[config.mk]
export PLATFORM = sky130hd
export DESIGN_NAME = clock_speech_phrase_sequencer_top
export DESIGN_NICKNAME = d
export VERILOG_FILES = /design/src/hdl/csps_pkg.sv /design/src/hdl/csps_phrase.sv /design/src/hdl/clock_speech_phrase_sequencer_top.sv
export SDC_FILE = /design/constraint.sdc
export NUM_CORES = 1
export LEC_CHECK = 0
export BUFFER_PORTS_ARGS = -buffer_cell sky130_fd_sc_hd__buf_2
export CAP_MARGIN = 30
export CORE_UTILIZATION = 50
export CTS_CLUSTER_SIZE = 16
export DETAILED_ROUTE_END_ITERATION = 6
export PLACE_DENSITY_LB_ADDON = 0.05
export SYNTH_ARGS = -nofsm -noshare
export SYNTH_HDL_FRONTEND = slang
export SYNTH_SLANG_ARGS = --single-unit
[constraint.sdc]
create_clock -name clk -period 8.5 [get_ports clk]
set_input_delay 0.85 -clock clk [delete_from_list [all_inputs] [get_ports clk]]
set_output_delay 0.85 -clock clk [all_outputs]
set_load 0.05 [all_outputs]
[src/hdl/csps_pkg.sv]
// Shared token codes, field kinds, phrase type and digit helpers for the phrase sequencer.
`timescale 1ns / 1ps

package csps_pkg;

    // Spoken-word token codes
    localparam logic [4:0] TK_TEN       = 5'd10;
    localparam logic [4:0] TK_ELEVEN    = 5'd11;
    localparam logic [4:0] TK_TWELVE    = 5'd12;
    localparam logic [4:0] TK_LIANG     = 5'd13;
    localparam logic [4:0] TK_YEAR      = 5'd14;
    localparam logic [4:0] TK_MONTH     = 5'd15;
    localparam logic [4:0] TK_DAY       = 5'd16;
    localparam logic [4:0] TK_EARLY     = 5'd17;
    localparam logic [4:0] TK_MORNING   = 5'd18;
    localparam logic [4:0] TK_AFTERNOON = 5'd19;
    localparam logic [4:0] TK_NIGHT     = 5'd20;
    localparam logic [4:0] TK_DIAN      = 5'd21;
    localparam logic [4:0] TK_SHARP     = 5'd22;
    localparam logic [4:0] TK_MINUTE    = 5'd23;
    localparam logic [4:0] TK_SECOND    = 5'd24;

    // Field kinds
    localparam logic [2:0] KIND_YEAR   = 3'd0;
    localparam logic [2:0] KIND_MONTH  = 3'd1;
    localparam logic [2:0] KIND_DAY    = 3'd2;
    localparam logic [2:0] KIND_HOUR   = 3'd3;
    localparam logic [2:0] KIND_MINUTE = 3'd4;
    localparam logic [2:0] KIND_SECOND = 3'd5;

    localparam int MAX_TOK = 5;

    localparam logic [13:0] YEAR_MAX  = 14'd9999;
    localparam logic [13:0] FIELD_MAX = 14'd99;

    typedef logic [4:0] token_t;

    // One phrase: tokens in speaking order from index 0, and how many there are
    typedef struct packed {
        token_t [MAX_TOK-1:0] tok;
        logic   [2:0]         cnt;
    } phrase_t;

    typedef struct packed {
        logic [3:0]  digit;
        logic [13:0] rest;
    } split_t;

    // Peel off the leading decimal digit of a value below ten times step,
    // using nine parallel compares and one subtract.
    function automatic split_t digit_split(input logic [13:0] val, input logic [13:0] step);
        split_t      res;
        logic [17:0] lim;
        logic [17:0] sub;
        res.digit = 4'd0;
        sub       = 18'd0;
        for (int d = 1; d < 10; d++)
        begin
            lim = 18'(d) * {4'b0000, step};
            if ({4'b0000, val} >= lim)
            begin
                res.digit = 4'(d);
                sub       = lim;
            end
        end
        res.rest = val - sub[13:0];
        return res;
    endfunction

    // Hour on the 12-hour dial, 1 to 12
    function automatic token_t dial_token(input logic [3:0] h);
        token_t t;
        case (h)
            4'd2:    t = TK_LIANG;
            4'd10:   t = TK_TEN;
            4'd11:   t = TK_ELEVEN;
            4'd12:   t = TK_TWELVE;
            default: t = {1'b0, h};
        endcase
        return t;
    endfunction

endpackage

[src/hdl/csps_phrase.sv]
// Phrase builder: turns a field kind and its split digits into a token list.
`timescale 1ns / 1ps

module csps_phrase
(
    input  logic [2:0]       kind,
    input  logic [3:0]       thou,
    input  logic [3:0]       hund,
    input  logic [6:0]       low,
    output csps_pkg::phrase_t phrase
);
    import csps_pkg::*;

    split_t       tsplit;
    logic [3:0]   tens;
    logic [3:0]   units;
    logic [6:0]   hr_pm;
    token_t [MAX_TOK-1:0] tok;
    logic [2:0]   n;

    // Split the low two digits
    assign tsplit = digit_split({7'b0000000, low}, 14'd10);
    assign tens   = tsplit.digit;
    assign units  = tsplit.rest[3:0];
    assign hr_pm  = low - 7'd12;

    // Append tokens in speaking order
    always_comb
    begin
        tok = '0;
        n   = 3'd0;
        case (kind)
            KIND_YEAR:
            begin
                tok[0] = {1'b0, thou};
                tok[1] = {1'b0, hund};
                tok[2] = {1'b0, tens};
                tok[3] = {1'b0, units};
                tok[4] = TK_YEAR;
                n      = 3'd5;
            end
            KIND_MONTH:
            begin
                if (low < 7'd10)
                begin
                    tok[n] = {1'b0, units};
                    n      = n + 3'd1;
                end
                else if (low == 7'd10)
                begin
                    tok[n] = TK_TEN;
                    n      = n + 3'd1;
                end
                else if (low == 7'd11)
                begin
                    tok[n] = TK_ELEVEN;
                    n      = n + 3'd1;
                end
                else if (low == 7'd12)
                begin
                    tok[n] = TK_TWELVE;
                    n      = n + 3'd1;
                end
                tok[n] = TK_MONTH;
                n      = n + 3'd1;
            end
            KIND_HOUR:
            begin
                if (low >= 7'd1 && low <= 7'd7)
                begin
                    tok[0] = TK_EARLY;
                    tok[1] = dial_token(low[3:0]);
                    n      = 3'd2;
                end
                else if (low >= 7'd8 && low <= 7'd12)
                begin
                    tok[0] = TK_MORNING;
                    tok[1] = dial_token(low[3:0]);
                    n      = 3'd2;
                end
                else if (low >= 7'd13 && low <= 7'd19)
                begin
                    tok[0] = TK_AFTERNOON;
                    tok[1] = dial_token(hr_pm[3:0]);
                    n      = 3'd2;
                end
                else if (low >= 7'd20 && low <= 7'd24)
                begin
                    tok[0] = TK_NIGHT;
                    tok[1] = dial_token(hr_pm[3:0]);
                    n      = 3'd2;
                end
                tok[n] = TK_DIAN;
                n      = n + 3'd1;
            end
            KIND_DAY, KIND_MINUTE, KIND_SECOND:
            begin
                if (kind == KIND_MINUTE && low == 7'd0)
                begin
                    tok[0] = TK_SHARP;
                    n      = 3'd1;
                end
                else
                begin
                    // Spoken zero for the zero second
                    if (kind == KIND_SECOND && low == 7'd0)
                    begin
                        tok[n] = 5'd0;
                        n      = n + 3'd1;
                    end
                    // Tens rule: a tens digit of one is not spoken
                    if (tens > 4'd1)
                    begin
                        tok[n] = {1'b0, tens};
                        n      = n + 3'd1;
                    end
                    if (tens != 4'd0)
                    begin
                        tok[n] = TK_TEN;
                        n      = n + 3'd1;
                    end
                    if (units != 4'd0)
                    begin
                        tok[n] = {1'b0, units};
                        n      = n + 3'd1;
                    end
                    if (kind == KIND_DAY)
                        tok[n] = TK_DAY;
                    else if (kind == KIND_MINUTE)
                        tok[n] = TK_MINUTE;
                    else
                        tok[n] = TK_SECOND;
                    n = n + 3'd1;
                end
            end
            default:
            begin
                tok = '0;
                n   = 3'd0;
            end
        endcase
    end

    assign phrase.tok = tok;
    assign phrase.cnt = n;

endmodule

[src/hdl/clock_speech_phrase_sequencer_top.sv]
// Top level of the clock phrase sequencer: input register, digit split stages, token buffer.
`timescale 1ns / 1ps

// An item is taken when start is high and busy is low. Its tokens come out on
// token/last, one per cycle under strobe, after the item has passed the input
// register, stage 1, stage 2 and the token buffer; last marks the final token
// of the phrase. A phrase has one to five tokens (kinds 6 and 7 give none), and
// the output buffer sets the rate: an item holds the output until its last
// token is out, so the block takes up to one item per cycle on one-token
// phrases and fewer on longer ones. Three pipeline registers sit in front of
// the buffer, so new items are taken while a phrase is still going out; busy
// rises only when those registers back up behind the buffer. The receiver
// cannot stall: every strobe beat must be taken in the cycle it appears.
module clock_speech_phrase_sequencer_top
(
    input  logic        clk,
    input  logic        rst_n,
    input  logic        start,
    output logic        busy,
    input  logic [2:0]  kind,
    input  logic [13:0] value,
    output logic        strobe,
    output logic [4:0]  token,
    output logic        last
);
    import csps_pkg::*;

    // Input register
    logic        in_vld_reg,  in_vld_next;
    logic [2:0]  in_kind_reg;
    logic [13:0] in_val_reg;

    // Stage 1: saturated value, thousands digit
    logic        s1_vld_reg,  s1_vld_next;
    logic [2:0]  s1_kind_reg;
    logic [3:0]  s1_thou_reg, s1_thou_next;
    logic [9:0]  s1_rest_reg, s1_rest_next;

    // Stage 2: hundreds digit, low two digits
    logic        s2_vld_reg,  s2_vld_next;
    logic [2:0]  s2_kind_reg;
    logic [3:0]  s2_thou_reg;
    logic [3:0]  s2_hund_reg, s2_hund_next;
    logic [6:0]  s2_low_reg,  s2_low_next;

    // Token buffer
    token_t [MAX_TOK-1:0] buf_tok_reg, buf_tok_next;
    logic [2:0]           buf_cnt_reg, buf_cnt_next;

    logic    accept;
    logic    buf_free, adv_s2, s2_free, adv_s1, s1_free, adv_in;
    logic    load_buf;
    logic [13:0] sat_val;
    split_t  thou_split, hund_split;
    phrase_t phrase;

    // Handshake and pipeline advance
    assign buf_free = (buf_cnt_reg == 3'd0) || (buf_cnt_reg == 3'd1);
    assign adv_s2   = s2_vld_reg && buf_free;
    assign s2_free  = !s2_vld_reg || adv_s2;
    assign adv_s1   = s1_vld_reg && s2_free;
    assign s1_free  = !s1_vld_reg || adv_s1;
    assign adv_in   = in_vld_reg && s1_free;
    assign busy     = in_vld_reg && !s1_free;
    assign accept   = start && !busy;
    assign load_buf = adv_s2 && (phrase.cnt != 3'd0);

    // Saturate and split off the thousands digit
    always_comb
    begin
        if (in_kind_reg == KIND_YEAR)
            sat_val = (in_val_reg > YEAR_MAX) ? YEAR_MAX : in_val_reg;
        else
            sat_val = (in_val_reg > FIELD_MAX) ? FIELD_MAX : in_val_reg;
    end

    assign thou_split   = digit_split(sat_val, 14'd1000);
    assign s1_thou_next = thou_split.digit;
    assign s1_rest_next = thou_split.rest[9:0];

    // Split off the hundreds digit
    assign hund_split   = digit_split({4'b0000, s1_rest_reg}, 14'd100);
    assign s2_hund_next = hund_split.digit;
    assign s2_low_next  = hund_split.rest[6:0];

    csps_phrase u_phrase
    (
        .kind   (s2_kind_reg),
        .thou   (s2_thou_reg),
        .hund   (s2_hund_reg),
        .low    (s2_low_reg),
        .phrase (phrase)
    );

    // Valid bits
    always_comb
    begin
        in_vld_next = accept ? 1'b1 : (adv_in ? 1'b0 : in_vld_reg);
        s1_vld_next = adv_in ? 1'b1 : (adv_s1 ? 1'b0 : s1_vld_reg);
        s2_vld_next = adv_s1 ? 1'b1 : (adv_s2 ? 1'b0 : s2_vld_reg);
    end

    // Buffer: load a fresh phrase, or shift out one token per beat
    always_comb
    begin
        buf_tok_next = buf_tok_reg;
        buf_cnt_next = buf_cnt_reg;
        if (load_buf)
        begin
            buf_tok_next = phrase.tok;
            buf_cnt_next = phrase.cnt;
        end
        else if (buf_cnt_reg != 3'd0)
        begin
            for (int i = 0; i < MAX_TOK - 1; i++)
                buf_tok_next[i] = buf_tok_reg[i+1];
            buf_tok_next[MAX_TOK-1] = '0;
            buf_cnt_next = buf_cnt_reg - 3'd1;
        end
    end

    // Control state
    always_ff @(posedge clk or negedge rst_n)
    begin
        if (!rst_n)
        begin
            in_vld_reg  <= 1'b0;
            s1_vld_reg  <= 1'b0;
            s2_vld_reg  <= 1'b0;
            buf_cnt_reg <= 3'd0;
        end
        else
        begin
            in_vld_reg  <= in_vld_next;
            s1_vld_reg  <= s1_vld_next;
            s2_vld_reg  <= s2_vld_next;
            buf_cnt_reg <= buf_cnt_next;
        end
    end

    // Payload
    always_ff @(posedge clk)
    begin
        if (accept)
        begin
            in_kind_reg <= kind;
            in_val_reg  <= value;
        end
        if (adv_in)
        begin
            s1_kind_reg <= in_kind_reg;
            s1_thou_reg <= s1_thou_next;
            s1_rest_reg <= s1_rest_next;
        end
        if (adv_s1)
        begin
            s2_kind_reg <= s1_kind_reg;
            s2_thou_reg <= s1_thou_reg;
            s2_hund_reg <= s2_hund_next;
            s2_low_reg  <= s2_low_next;
        end
        buf_tok_reg <= buf_tok_next;
    end

    // Drive the result beat
    assign strobe = (buf_cnt_reg != 3'd0);
    assign token  = buf_tok_reg[0];
    assign last   = (buf_cnt_reg == 3'd1);

endmodule
==> flow_metrics.env <==
export IMPL_failing_checks="design-rule violations"
export IMPL_worstPathMaxFanout=44
export IMPL_timing_hold_violations_final=0
export IMPL_clock_tree_buffer_depth=2
export IMPL_fin_skew_ns=0.00605
export IMPL_syn_inst=657
export IMPL_setup_viol_count_final=0
export IMPL_fmax_mhz=164
export IMPL_timing_final_crit_period_ns=6.11
export IMPL_final_cell_mix="sky130_fd_sc_hd__nor2_1, sky130_fd_sc_hd__edfxtp_1, sky130_fd_sc_hd__a21oi_1"
export IMPL_grt_first_pass_wirelength_um=23600
export IMPL_rows=39
export IMPL_synth_top_flop_cell="sky130_fd_sc_hd__edfxtp_1"
export IMPL_design_final_nets=703
export IMPL_drt_iter0_drc=587
export IMPL_die_height_um=112
export IMPL_detail_route_wirelength_um=14100
export IMPL_first_global_vias=4772
export IMPL_viasPerCell=6.34
export IMPL_slew_viol_final=0
export IMPL_cts_root_buffer="sky130_fd_sc_hd__clkbuf_16"
export IMPL_number_of_antenna_violations_at_the_first_check_in_global_routing=0
export IMPL_postCtsHoldBufs=0
export IMPL_worst_r2r_setup_slack_ns=2.39
export IMPL_global_route_overflow_total=0
export IMPL_total_via_count_after_detailed_routing=5091
export IMPL_final_period_utilization_pct=71.9
export IMPL_clk_transition_reported_paths_ns=0.06
export IMPL_data_arrival_critical_path_ns=6.09
export IMPL_post_cts_buffers=0
export IMPL_numCtsBuffers=9
export IMPL_floorplan_initialDensity_pct=52.0
export IMPL_cts_repair_resized=0
export IMPL_rr_worst_depth=18
export IMPL_synth_warning_count=0
export IMPL_largest_register_ffs=20
export IMPL_yosys_cell_types_count=75
export IMPL_synth_seq_cells=83
export IMPL_synthArstFlopShare_pct=7.23
export IMPL_post_drt_wl_per_cell_um=17.5
export IMPL_count_of_flip_flops_with_a_built_in_enable_after_synthesis=77
export IMPL_die_w_um=112
export IMPL_cts_htree_levels=3
export IMPL_buffer_ports_inserted=27
export IMPL_drcViolationCount=1
export IMPL_worst_skew_pair_late_latency_ns=0.34
export IMPL_coreArea_um2=11600
export IMPL_clock_sinks=83
export IMPL_drtAntennaViolNets=0
export IMPL_hpwl_um=10500
export IMPL_worst_ep_required_time_ns=8.48
export IMPL_final_critical_path_setup_slack_ns=2.39
export IMPL_antenna_cells_inserted=0
export IMPL_area_growth_synth_to_final_pct=7.46
export IMPL_fraction_of_layout_instances_using_a_drive_strength_above_1_pct=10.0
export IMPL_setup_worst_path_end_class="flop"
export IMPL_io_pin_count=28
export IMPL_utilization_pct=55.9
export IMPL_fillCellCount=1030
export IMPL_place_congestion=0.996
export IMPL_critical_path_reg2reg_startpoint="s2_low_reg[3]"
export IMPL_ys_seq_area_share_pct=40.8
export IMPL_grt_total_usage_pct=23.9
export IMPL_timing_max_cap_violations=0
export IMPL_net_count_after_synthesis=705
export IMPL_tritoncts="done"
export IMPL_dp_worst_setup_slack_ns=1.95
export IMPL_worst_setup_path_start_kind="flop"
export IMPL_run_status="finished with violations"
export IMPL_timing_setup_critical_path_class="flop to flop"
export IMPL_setup_tns_final_ns=0
export IMPL_reg2reg_to="buf_tok_reg[13]"
export IMPL_mappedNetlistArea_um2=6040
export IMPL_worst_slew_pin_tran_ns=0.978
export IMPL_rsz_0062_raised_after_global_routing="false"
export IMPL_min_path_type="input pin to async pin"
export IMPL_per_instance_average_area_after_synthesis_um2=9.19
export IMPL_die_area_um2=12500
export IMPL_drtPass1Iterations=7
export IMPL_grt_max_degree=46
export IMPL_timing_slew_headroom_pct=34.3
-- layer usage --
layer  global-route usage (%)  vias to the layer above  part of all wire [%]
met5                        0                        -                     0
met4                     13.3                        0                   3.7
met3                     3.59                       40                   6.7
met2                     39.0                      212                    47
met1                     30.4                     2371                    43
li1                         -                     2468                     -
-- through the flow --
step,cell area (µm²),instances,hold WS (ns)
after detailed placement,6150,786,0.406
final,6490,803,0.317
after global routing,6490,803,0.323
after CTS,6470,802,0.315
after floorplan,6040,657,0.400
after global placement,6150,785,0.402
-- Yosys cell counts (all sizes together) (4+ instances only) --
cell type  count  area share (%)
fa             4             1.3
o31ai          5            0.62
o211ai         7            0.87
o21ai         33             2.7
a211o          6            0.87
nor2          77             4.8
nor3          16             1.4
clkbuf        23             1.4
nand4          5            0.52
a21o          11             1.4
nand2b        19             2.0
a311oi         4            0.58
nor2b         16             1.7
nand3         17             1.4
a211oi         9             1.1
a31oi         17             2.1
o21a          12             1.5
xnor2         14             2.0
or3            5            0.52
buf           21             2.2
and2           8            0.83
a2111oi        6            0.87
or2            7            0.73
ha            24             5.0
o22ai          7            0.73
inv           29             1.8
a41oi          4            0.70
a21oi         61             5.1
nand2         45             2.8
dfrtp          6             2.5
a41o           5            0.83
edfxtp        77              38
-- critical path, stage by stage, from the launching register on --
cell and delay (ns):
sky130_fd_sc_hd__edfxtp_1 0.86, sky130_fd_sc_hd__ha_1 0.34, sky130_fd_sc_hd__or3b_1 0.48, sky130_fd_sc_hd__nand2_1 0.10
sky130_fd_sc_hd__nand4_1 0.10, sky130_fd_sc_hd__o31ai_1 0.10, sky130_fd_sc_hd__a21oi_1 0.12, sky130_fd_sc_hd__ha_1 0.22
sky130_fd_sc_hd__fa_1 0.65, sky130_fd_sc_hd__and3b_1 0.49, sky130_fd_sc_hd__o2111ai_4 0.28, sky130_fd_sc_hd__xnor2_1 0.21
sky130_fd_sc_hd__ha_1 0.23, sky130_fd_sc_hd__xnor2_1 0.24, sky130_fd_sc_hd__a21o_1 0.13, sky130_fd_sc_hd__a31oi_2 0.13
sky130_fd_sc_hd__a31oi_4 0.28, sky130_fd_sc_hd__buf_12 0.23, sky130_fd_sc_hd__or2_2 0.52
-- cell type report --
class | instances | area [µm²] | share of cell area [%]
Tap cell | 143 | 179 | 2.76
Multi-Input combinational cell | 501 | 3250 | 50.1
Timing Repair Buffer | 31 | 174 | 2.68
Inverter | 29 | 109 | 1.68
Clock buffer | 9 | 225 | 3.47
Clock inverter | 7 | 91.3 | 1.41
Sequential cell | 83 | 2460 | 37.9
-- cells by family (layout without fill, tap and decap cells) --
group                      after synthesis  after routing  synth area share [%]
AOI/OAI and AO/OA                      224            224                  26.1
xor gates and xnor gates                16             16                  2.32
adders and majority gates               28             28                  6.30
buffers and inverters                   73             76                  5.43
DFF                                     83             83                  40.8
muxes                                    4              4                 0.705
and+or+nand+nor                        229            229                  18.4
-- how the worst max path moves through the flow --
| stage | from | cells after the start | endpoint |
|---|---|---|---|
| floorplan | s2_low_reg[3] | 19 | buf_tok_reg[10] |
| global placement | s2_low_reg[3] | 17 | token[0] |
| detailed placement | s2_low_reg[3] | 17 | token[1] |
| CTS | s2_low_reg[3] | 17 | buf_tok_reg[13] |
| global route | s2_low_reg[3] | 18 | buf_tok_reg[13] |
| finish | s2_low_reg[3] | 18 | buf_tok_reg[13] |
Power is not shown: default switching activity piles up to over one toggle a cycle in this logic, so the estimate is an artifact.
